[src/rtl/atanh_series_sum_top_defines.svh]
// Assertion macros for the atanh series block.
`ifndef ATANH_SERIES_SUM_TOP_DEFINES_SVH
`define ATANH_SERIES_SUM_TOP_DEFINES_SVH

`ifndef SYNTHESIS
// Check a consequence in the same cycle.
`define ATSS_ASSERT_SAME(label, clk, rst, ante, cons) \
   label: assert property (@(posedge clk) disable iff (rst) (ante) |-> (cons)) \
      else $error("atss assertion failed");
// Check a consequence in the next cycle.
`define ATSS_ASSERT_NEXT(label, clk, rst, ante, cons) \
   label: assert property (@(posedge clk) disable iff (rst) (ante) |=> (cons)) \
      else $error("atss assertion failed");
`else
`define ATSS_ASSERT_SAME(label, clk, rst, ante, cons)
`define ATSS_ASSERT_NEXT(label, clk, rst, ante, cons)
`endif

`endif

[src/rtl/atss_pkg.sv]
// Shared types and constants of the atanh series block.
`default_nettype none
package atss_pkg;

   // Configuration register indexes
   localparam logic CSR_STOP_THRESHOLD = 1'b0;
   localparam logic CSR_TERM_LIMIT     = 1'b1;

   localparam logic [30:0] STOP_THRESHOLD_RESET = 31'd2147;
   localparam logic [15:0] TERM_LIMIT_RESET     = 16'd1000;

   // Divider widths: dividend is q * (2n-1) + n, divisor is 2n+1
   localparam int DIV_W   = 49;
   localparam int DEN_W   = 17;
   localparam int DCNT_W  = $clog2(DIV_W + 1);

   typedef enum logic [3:0] {
      ST_IDLE,
      ST_SQ_MUL,
      ST_SQ_RES,
      ST_ADD,
      ST_CHECK,
      ST_Q_MUL,
      ST_Q_RES,
      ST_N_MUL,
      ST_DIV_GO,
      ST_DIV_WAIT,
      ST_FINISH
   } state_type;

   typedef struct packed {
      logic busy;
      logic done;
   } div_status_type;

endpackage
`default_nettype wire

[src/rtl/atss_mul.sv]
// Shared registered 32x32 unsigned multiplier.
`default_nettype none
module atss_mul (
   input  wire logic        clock,
   input  wire logic [31:0] op_a,
   input  wire logic [31:0] op_b,
   output logic      [63:0] prod
);
   logic [63:0] prod_ff;
   logic [63:0] prod_in;

   // Form the product, register it for the next state
   assign prod_in = op_a * op_b;

   always_ff @(posedge clock) begin
      prod_ff <= prod_in;
   end

   assign prod = prod_ff;
endmodule
`default_nettype wire

[src/rtl/atss_div.sv]
// Restoring divider, one quotient bit per cycle.
`default_nettype none
module atss_div (
   input  wire logic                        clock,
   input  wire logic                        reset,
   input  wire logic                        start,
   input  wire logic [atss_pkg::DIV_W-1:0]  dividend,
   input  wire logic [atss_pkg::DEN_W-1:0]  divisor,
   output atss_pkg::div_status_type         status,
   output logic      [31:0]                 quotient
);
   import atss_pkg::*;

   logic [DIV_W-1:0]  dvd_ff, dvd_in;
   logic [DEN_W-1:0]  den_ff, den_in;
   logic [DEN_W-1:0]  rem_ff, rem_in;
   logic [DCNT_W-1:0] cnt_ff, cnt_in;
   logic              busy_ff, busy_in;
   logic              done_ff, done_in;
   logic [DEN_W:0]    rem_sh;
   logic              fits;

   // Shift in the next dividend bit and try the subtract
   assign rem_sh = {rem_ff, dvd_ff[DIV_W-1]};
   assign fits   = (rem_sh >= {1'b0, den_ff});

   always_comb begin
      dvd_in  = dvd_ff;
      den_in  = den_ff;
      rem_in  = rem_ff;
      cnt_in  = cnt_ff;
      busy_in = busy_ff;
      done_in = 1'b0;
      if (start) begin
         dvd_in  = dividend;
         den_in  = divisor;
         rem_in  = '0;
         cnt_in  = DCNT_W'(DIV_W);
         busy_in = 1'b1;
      end else if (busy_ff) begin
         rem_in = fits ? DEN_W'(rem_sh - {1'b0, den_ff}) : rem_sh[DEN_W-1:0];
         dvd_in = {dvd_ff[DIV_W-2:0], fits};
         cnt_in = cnt_ff - DCNT_W'(1);
         if (cnt_ff == DCNT_W'(1)) begin
            busy_in = 1'b0;
            done_in = 1'b1;
         end
      end
   end

   always_ff @(posedge clock) begin
      if (reset) begin
         busy_ff <= 1'b0;
         done_ff <= 1'b0;
         cnt_ff  <= '0;
      end else begin
         busy_ff <= busy_in;
         done_ff <= done_in;
         cnt_ff  <= cnt_in;
      end
   end

   always_ff @(posedge clock) begin
      dvd_ff <= dvd_in;
      den_ff <= den_in;
      rem_ff <= rem_in;
   end

   assign status.busy = busy_ff;
   assign status.done = done_ff;
   assign quotient    = dvd_ff[31:0];
endmodule
`default_nettype wire

[src/rtl/atanh_series_sum_top.sv]
// Top level: atanh(x) Taylor series summed on a shared multiplier and divider.
//
//  channel | dir | signals                               | content
//  req     | in  | req_tvalid/tready/tdata[31:0]         | x_value
//  rsp     | out | rsp_tvalid/tready/tdata[63:0]/tuser   | series_sum, term_count, limit_hit
//  csr     | in  | csr_wen/csr_index/csr_wdata[30:0]     | stop_threshold, term_limit
//
// Each added term runs two passes through the shared multiplier and a bit-serial divide.
// req_tready is high only while the sequencer is idle; a finished result waits in
// the output register, so the next request is taken while it is still unread.
// Reset is synchronous: sequencer idle, no result pending, config registers to defaults.
`default_nettype none
`include "atanh_series_sum_top_defines.svh"
module atanh_series_sum_top #(
   parameter int FRAC_BITS = 31
) (
   input  wire logic        clock,
   input  wire logic        reset,
   input  wire logic        req_tvalid,
   output logic             req_tready,
   input  wire logic [31:0] req_tdata,   // [31:0] x_value
   output logic             rsp_tvalid,
   input  wire logic        rsp_tready,
   output logic      [63:0] rsp_tdata,   // [47:0] series_sum, [63:48] term_count
   output logic             rsp_tuser,   // [0] limit_hit
   input  wire logic        csr_wen,
   input  wire logic        csr_index,
   input  wire logic [30:0] csr_wdata
);
   import atss_pkg::*;

   localparam int SHL = (FRAC_BITS >= 31) ? (FRAC_BITS - 31) : 0;
   localparam int SHR = (FRAC_BITS < 31) ? (31 - FRAC_BITS) : 0;
   localparam logic [48:0] RND = (49'd1 << SHR) >> 1;
   localparam logic signed [49:0] SUM_MAX = 50'sh0_7FFF_FFFF_FFFF;
   localparam logic signed [49:0] SUM_MIN = -SUM_MAX - 50'sd1;

   state_type state_ff, state_in;
   logic        neg_ff, neg_in;
   logic [31:0] mag_ff, mag_in;
   logic [31:0] x2_ff, x2_in;
   logic [31:0] q_ff, q_in;
   logic [15:0] n_ff, n_in;
   logic [47:0] sum_ff, sum_in;
   logic        flag_ff, flag_in;
   logic [30:0] eps_ff;
   logic [15:0] limit_ff;
   logic        rsp_valid_ff, rsp_valid_in;
   logic [47:0] rsp_sum_ff, rsp_sum_in;
   logic [15:0] rsp_count_ff, rsp_count_in;
   logic        rsp_flag_ff, rsp_flag_in;

   logic [31:0] mul_a, mul_b;
   logic [63:0] mul_p;
   logic [63:0] p_rnd;
   logic [16:0] num;
   logic [16:0] den;
   logic        div_start;
   logic [48:0] div_dvd;
   div_status_type div_status;
   logic [31:0] div_quot;

   logic [48:0]        aligned;
   logic signed [49:0] term_s;
   logic signed [49:0] sum_ext;

   // Odd factors of the current term
   assign num = {n_ff, 1'b0} - 17'd1;
   assign den = {n_ff, 1'b1};
   assign p_rnd = mul_p + 64'h4000_0000;
   assign div_dvd = mul_p[48:0] + {33'd0, n_ff};

   // Steer the shared multiplier
   always_comb begin
      unique case (state_ff)
         ST_Q_MUL: begin
            mul_a = mag_ff;
            mul_b = x2_ff;
         end
         ST_N_MUL: begin
            mul_a = q_ff;
            mul_b = {15'd0, num};
         end
         default: begin
            mul_a = mag_ff;
            mul_b = mag_ff;
         end
      endcase
   end

   atss_mul u_mul (
      .clock (clock),
      .op_a  (mul_a),
      .op_b  (mul_b),
      .prod  (mul_p)
   );

   atss_div u_div (
      .clock    (clock),
      .reset    (reset),
      .start    (div_start),
      .dividend (div_dvd),
      .divisor  (den),
      .status   (div_status),
      .quotient (div_quot)
   );

   // Align the term to the sum's fraction bits and add with saturation
   assign aligned = ((({17'd0, mag_ff}) + RND) << SHL) >> SHR;
   assign term_s  = neg_ff ? -$signed({1'b0, aligned}) : $signed({1'b0, aligned});
   assign sum_ext = $signed({{2{sum_ff[47]}}, sum_ff}) + term_s;

   // Sequencer: next state and datapath updates
   always_comb begin
      state_in     = state_ff;
      neg_in       = neg_ff;
      mag_in       = mag_ff;
      x2_in        = x2_ff;
      q_in         = q_ff;
      n_in         = n_ff;
      sum_in       = sum_ff;
      flag_in      = flag_ff;
      rsp_valid_in = rsp_valid_ff && !rsp_tready;
      rsp_sum_in   = rsp_sum_ff;
      rsp_count_in = rsp_count_ff;
      rsp_flag_in  = rsp_flag_ff;
      req_tready   = 1'b0;
      div_start    = 1'b0;
      unique case (state_ff)
         ST_IDLE: begin
            req_tready = 1'b1;
            if (req_tvalid) begin
               neg_in   = req_tdata[31];
               mag_in   = req_tdata[31] ? (32'd0 - req_tdata) : req_tdata;
               n_in     = '0;
               sum_in   = '0;
               flag_in  = 1'b0;
               state_in = ST_SQ_MUL;
            end
         end
         ST_SQ_MUL: state_in = ST_SQ_RES;
         ST_SQ_RES: begin
            // Round x^2 and clamp at just under one
            x2_in    = p_rnd[63:62] != 2'b00 ? 32'h7FFF_FFFF : {1'b0, p_rnd[61:31]};
            state_in = ST_ADD;
         end
         ST_ADD: begin
            if (sum_ext > SUM_MAX) begin
               sum_in  = SUM_MAX[47:0];
               flag_in = 1'b1;
            end else if (sum_ext < SUM_MIN) begin
               sum_in  = SUM_MIN[47:0];
               flag_in = 1'b1;
            end else begin
               sum_in = sum_ext[47:0];
            end
            state_in = ST_CHECK;
         end
         ST_CHECK: begin
            priority if (mag_ff < {1'b0, eps_ff}) begin
               state_in = ST_FINISH;
            end else if (n_ff >= limit_ff) begin
               flag_in  = 1'b1;
               state_in = ST_FINISH;
            end else begin
               n_in     = n_ff + 16'd1;
               state_in = ST_Q_MUL;
            end
         end
         ST_Q_MUL: state_in = ST_Q_RES;
         ST_Q_RES: begin
            q_in     = p_rnd[62:31];
            state_in = ST_N_MUL;
         end
         ST_N_MUL: state_in = ST_DIV_GO;
         ST_DIV_GO: begin
            div_start = 1'b1;
            state_in  = ST_DIV_WAIT;
         end
         ST_DIV_WAIT: begin
            if (div_status.done) begin
               mag_in   = div_quot;
               state_in = ST_ADD;
            end
         end
         ST_FINISH: begin
            // Hold until the output register is free
            if (!rsp_valid_ff || rsp_tready) begin
               rsp_valid_in = 1'b1;
               rsp_sum_in   = sum_ff;
               rsp_count_in = n_ff;
               rsp_flag_in  = flag_ff;
               state_in     = ST_IDLE;
            end
         end
         default: state_in = ST_IDLE;
      endcase
   end

   always_ff @(posedge clock) begin
      if (reset) begin
         state_ff     <= ST_IDLE;
         rsp_valid_ff <= 1'b0;
      end else begin
         state_ff     <= state_in;
         rsp_valid_ff <= rsp_valid_in;
      end
   end

   always_ff @(posedge clock) begin
      neg_ff       <= neg_in;
      mag_ff       <= mag_in;
      x2_ff        <= x2_in;
      q_ff         <= q_in;
      n_ff         <= n_in;
      sum_ff       <= sum_in;
      flag_ff      <= flag_in;
      rsp_sum_ff   <= rsp_sum_in;
      rsp_count_ff <= rsp_count_in;
      rsp_flag_ff  <= rsp_flag_in;
   end

   // Configuration registers
   always_ff @(posedge clock) begin
      if (reset) begin
         eps_ff   <= STOP_THRESHOLD_RESET;
         limit_ff <= TERM_LIMIT_RESET;
      end else if (csr_wen) begin
         unique case (csr_index)
            CSR_STOP_THRESHOLD: eps_ff   <= csr_wdata;
            CSR_TERM_LIMIT:     limit_ff <= csr_wdata[15:0];
            default:            eps_ff   <= eps_ff;
         endcase
      end
   end

   assign rsp_tvalid = rsp_valid_ff;
   assign rsp_tdata  = {rsp_count_ff, rsp_sum_ff};
   assign rsp_tuser  = rsp_flag_ff;

   `ATSS_ASSERT_NEXT(a_accept_starts, clock, reset, req_tvalid && req_tready, state_ff == ST_SQ_MUL)
   `ATSS_ASSERT_SAME(a_div_idle_on_start, clock, reset, div_start, !div_status.busy)
   `ATSS_ASSERT_SAME(a_count_in_limit, clock, reset, state_ff == ST_FINISH, n_ff <= limit_ff)
   `ATSS_ASSERT_SAME(a_term_bounded, clock, reset, state_ff == ST_CHECK, mag_ff <= 32'h8000_0000)
endmodule
`default_nettype wire

[config.mk]
export PLATFORM = sky130hd
export DESIGN_NAME = atanh_series_sum_top
export DESIGN_NICKNAME = d
export VERILOG_FILES = /design/src/rtl/atss_pkg.sv /design/src/rtl/atss_mul.sv /design/src/rtl/atss_div.sv /design/src/rtl/atanh_series_sum_top.sv
export VERILOG_INCLUDE_DIRS = /design/src /design/src/rtl
export SDC_FILE = /design/constraint.sdc
export NUM_CORES = 2
export LEC_CHECK = 0
export ABC_AREA = 1
export BUFFER_PORTS_ARGS = -buffer_cell sky130_fd_sc_hd__buf_2
export CORE_UTILIZATION = 55
export CTS_BUF_LIST = sky130_fd_sc_hd__clkbuf_8
export CTS_CLUSTER_SIZE = 20
export DETAILED_ROUTE_END_ITERATION = 16
export PLACE_DENSITY = 0.71
export SLEW_MARGIN = 30
export SYNTH_ARGS = -nofsm -noshare
export SYNTH_HDL_FRONTEND = slang
export SYNTH_HIERARCHICAL = 1
export SYNTH_SLANG_ARGS = --single-unit
[constraint.sdc]
create_clock -name clock -period 13 [get_ports clock]
set_input_delay 3.9 -clock clock [delete_from_list [all_inputs] [get_ports clock]]
set_output_delay 3.9 -clock clock [all_outputs]
set_load 0.01 [all_outputs]
# == After elaboration in Yosys (flattened, before gate mapping) ==
# Index checks and enable logic that the tools add are counted.
# word_totals
register_bits,433
inputBits,69
wordCells,120
output_inout_bits,67
# op_classes
add_sub_neg,9
order_cmp,5
eq_ne,18
n_reduce_logical,22
bitwise,2
n_mux,40
mul,1
# ops
operator,count
$mux W48,3
$mux W32,4
$pmux W32 S2,2
$mux W49,2
$pmux W48 S2,1
$add A64 B31 Y64 const B,1
$mul A32 B32 Y64,1
$add A48 B50 Y50,1
$gt A50 B48 Y1 const B,1
$lt A50 B48 Y1 const B,1
$mux W50,1
$neg A32 Y50,1
$add A49 B16 Y49,1
$mux W16,3
$pmux W4 S11,1
$lt A32 B31 Y1,1
$pmux W16 S2,1
$sub A1 B32 Y32 const A,1
$mux W4,5
$ge A18 B17 Y1,1
$mux W17,1
$sub A17 B1 Y17 const B,1
$sub A17 B17 Y17,1
$add A16 B1 Y16 const B,1
other kinds (26),60

# == Depth between registers and ports, before layout ==
# logic_depth
ltp_word,7
mapped_depth,41
ltp_nobuf,40

# == Modules after synthesis ==
# The synthesis kept the hierarchy.
# by_module_without_submodules
module,seq_area_each_um2,area_per_inst_um2,n_inst,cells_each
atss_mul,1281.2,37412.1,1,5025
atanh_series_sum_top,7827.5,20573.5,1,2779
atss_div,2482.4,5268.8,1,660

# == Worst setup path after synthesis ==
# No wires, ideal clock.
# synth_path
path_type,input to register
startpoint,input port req_tvalid
endpoint,register sum_ff[0] (enable)
arrival_ns,7.362
stages,2
n_path_buf,0
setup_ns,0.520
path_slack_ns,5.118
required_time_ns,12.480
path_cell_list,inv_1 > o21ai_0
# synth_between
elab_chain_len,2
# synth_rtl
element,line,source
from (decl),atanh_series_sum_top.sv:19,"input wire logic req_tvalid,"
$ne A2 B2 Y1 (no source line),--,
$reduce_and A2 Y1 (no source line),--,
to (signal assigned),atanh_series_sum_top.sv:216,sum_ff <= sum_in;
to (decl),atanh_series_sum_top.sv:44,"logic [47:0] sum_ff, sum_in;"
# Every way passes these cells.
# A chain may end at the register's enable or synchronous reset.

# == Final worst setup path ==
# layout_path
startpoint,register state_ff[2]
endpoint,register u_mul.prod_ff[33] (netlist: u_mul/prod[33])
# layout_between
elab_chain_len,3
elab_cells_between_ends,5
classes_between,mul: 1; eq/ne: 2; mux: 2
# layout_rtl
element,line,source
from (decl),atanh_series_sum_top.sv:38,"state_type state_ff, state_in;"
from (signal assigned),atanh_series_sum_top.sv:205,state_ff <= state_in;
$eq A4 B3 Y1,atanh_series_sum_top.sv:75,unique case (state_ff)
$pmux W32 S2 *,atanh_series_sum_top.sv:75,
net mul_b[17],atanh_series_sum_top.sv:53,"logic [31:0] mul_a, mul_b;"
$mul A32 B32 Y64 *,atss_mul.sv:13,assign prod_in = op_a * op_b;
net u_mul.prod_in[33],atss_mul.sv:10,logic [63:0] prod_in;
to (signal assigned),atss_mul.sv:16,prod_ff <= prod_in;
to (decl),atss_mul.sv:9,logic [63:0] prod_ff;
# The timed path passes the listed nets; every way through them passes the cells marked *.

==> impl_summary.txt <==
----------------------------------------------------
[Status]
  Run status ... completed

[Clock tree]
  Clock sink count ... 433
  Worst-skew pair later-pin latency ... 0.74 ns
  Post-CTS sizing ... 0
  Clock tree from TritonCTS ... done
  Clock transition at the registers of the reported paths ... 0.06 ns
  Number of hold buffers added after CTS ... 0
  Number of buffers created by CTS ... 75
  Depth of the CTS H-tree ... 3
  # Post-CTS Setup Buffers ... 0
  Worst-case clock buffer depth ... 3
  Root buf cell ... clkbuf_8

[STA]
  Slew at the pin with the worst max-slew slack ... 0.962 ns
  Post-route minimum period ... 9.69 ns
  Number of failing setup endpoints in the final timing report ... 0
  Sum of negative setup slack ... 0 ns
  Pins Over Slew Limit ... 0
  Fmax ... 103 MHz
  Final period utilization ... 74.5%
  Slew HR ... 35.7%
  Clock skew ... 0.0676 ns
  Unrepaired setup endpoints after global routing ... no
  Final number of hold-violating endpoints ... 0

[Route]
  Post-route antenna net violation count ... 0
  Post-detailed-routing wire length ... 207000 µm
  Per-cell via count in the routed design ... 5.38
  Starting DRC count in detailed routing ... 4542
  Iteration count of the initial detailed-routing pass ... 8
  Per-cell routed wire length ... 20.6 µm
  Residual DRC count ... 0
  Via count ... 54000

[Critical path]
  CP Data Required Time ... 13.60 ns
  Cell type with the highest occurrence count on the critical path ... fa_1
  CP Data Arrival Time ... 10.28 ns
  Class of the most critical setup path ... register to register
  Highest-delay cell along the critical path ... buf_4
  Startpoint type of the worst setup path ... register
  Max stage delay on crit path ... 0.72 ns
  Crit end category ... register
  Worst-path fanout max ... 74

[Logic synthesis]
  Nets in the synthesized netlist ... 9830
  Syn_area_per_cell ... 7.47 µm²
  Netlist Area Pre-Place ... 63200 µm²
  Warning count from the yosys run ... 6
  Gate count of the mapped netlist ... 8463

[GRT]
  Vias in the first global route ... 54500
  GRT Total Usage ... 36.0%
  Maximum number of pins on one net before global-route repair ... 75
  Sum of overflow across all layers after global routing ... 0
  First-pass GRT wire length ... 316000 µm
  Antenna violations before repair ... 5

[Job]
  Number of violations of the max-capacitance limit ... 0

[Cells and area]
  Share of layout cells above drive strength 1 ... 6.97%
  Count of filler cells inserted in the layout ... 10700
  NumNets Final ... 9825
  Total area of multi-input combinational cells ... 42000 µm²
  Area occupied by registers ... 11600 µm²
  Area growth from synthesis to layout ... 5.87%

[Hold path]
  Worst min path class ... register to register

[Floorplanning]
  Count of pins on the block boundary ... 136
  Initial Utilization ... 55.4%
  Die W ... 341 µm
  Core area ... 114000 µm²
  Die boundary height ... 341 µm
  Die Outline Area ... 116000 µm²
  Floorplan row count ... 124

[Placed design]
  Gp weighted congestion ... 1.01
  Count of input and output buffers ... 135
  Final HPWL from detailed placement ... 160000 µm

----------------------------------------------------
==> per-stage QoR <==
stage	instance area [µm²]	hold WS, ns	utilization (%)	worst slack (ns)	instances
after floorplan	63200	0.400	-	5.12	8463
after global placement	65300	0.448	57.2	3.46	9892
after detailed placement	65400	0.447	57.2	3.44	9893
after CTS	67000	0.463	58.6	3.41	10000
after global routing	67000	0.481	58.6	2.75	10000
final	67000	0.461	58.6	3.31	10000
==> registers in the layout (all words and copies together) (netlist names), 4 cells and up <==
name and count:
limit_ff 16, q_ff 32, rsp_sum_ff 48, x2_ff 31
eps_ff 31, u_mul/prod 64, n_ff 16, state_ff 4
u_div/rem_ff 17, sum_ff 48, u_div/cnt_ff 6, u_div/den_ff 17
mag_ff 32, rsp_count_ff 16, u_div/dvd_ff 49
==> critical path, delay by kind of cell (launching register included) <==
family	cells	cell delay (ns)
compound gates	1	0.07
xor+xnor	1	0.27
fa+ha+maj	9	4.49
buf+inv	11	2.38
flops	1	0.36
simple gates	10	1.85
==> per-layer routing <==
metal / vias to the layer above / track usage, % / wire, µm
met1: 25900 / 44.6 / 77200
met4: 0 / 22.7 / 15300
li1: 24800 / - / -
met2: 2651 / 59.0 / 95600
met5: - / 0 / 0
met3: 714 / 5.80 / 18500
==> cell type report <==
| cell class | instances | share of cell area (%) |
|---|---|---|
| Timing Repair Buffer | 226 | 2.06 |
| Tap cell | 1512 | 2.83 |
| Multi-Input combinational cell | 5462 | 62.7 |
| Clock buffer | 83 | 1.71 |
| Inverter | 2260 | 12.7 |
| Antenna cell | 2 | 0.00747 |
| Sequential cell | 433 | 17.3 |
| Clock inverter | 57 | 0.688 |
==> layout by cell type, fill, tap and decap left out, drive strengths merged <==
cell      count
a211oi        1
a21o          2
a21oi       273
a31oi        16
and2          2
and3          1
buf         226
bufinv        5
clkbuf       83
clkinv       35
clkinvlp      3
conb          1
dfxtp       141
diode         2
edfxtp      292
fa          899
ha          399
inv        2274
nand2      2593
nand3       228
nand3b        8
nand4        55
nor2        414
nor3         82
nor3b         1
nor4         12
o211ai       23
o21a          9
o21ai       195
o21bai       27
o221ai        3
o22ai         4
o2bb2ai       1
o31ai         9
o32ai         1
or2          10
xnor2        36
xor2        157
==> worst paths after layout <==
check / start / to / slack (ns) / cells after the start
worst min-delay path: limit_ff[13] / limit_ff[13] / 0.46 / 2
worst max register to register: state_ff[2] / u_mul/prod[33] / 3.31 / 32
worst max-delay path: state_ff[2] / u_mul/prod[33] / 3.31 / 32
worst min register to register: limit_ff[13] / limit_ff[13] / 0.46 / 2
Power is left out: the tool's default activity adds up to more than one toggle a clock period on the data nets, which glitch-free logic cannot reach.
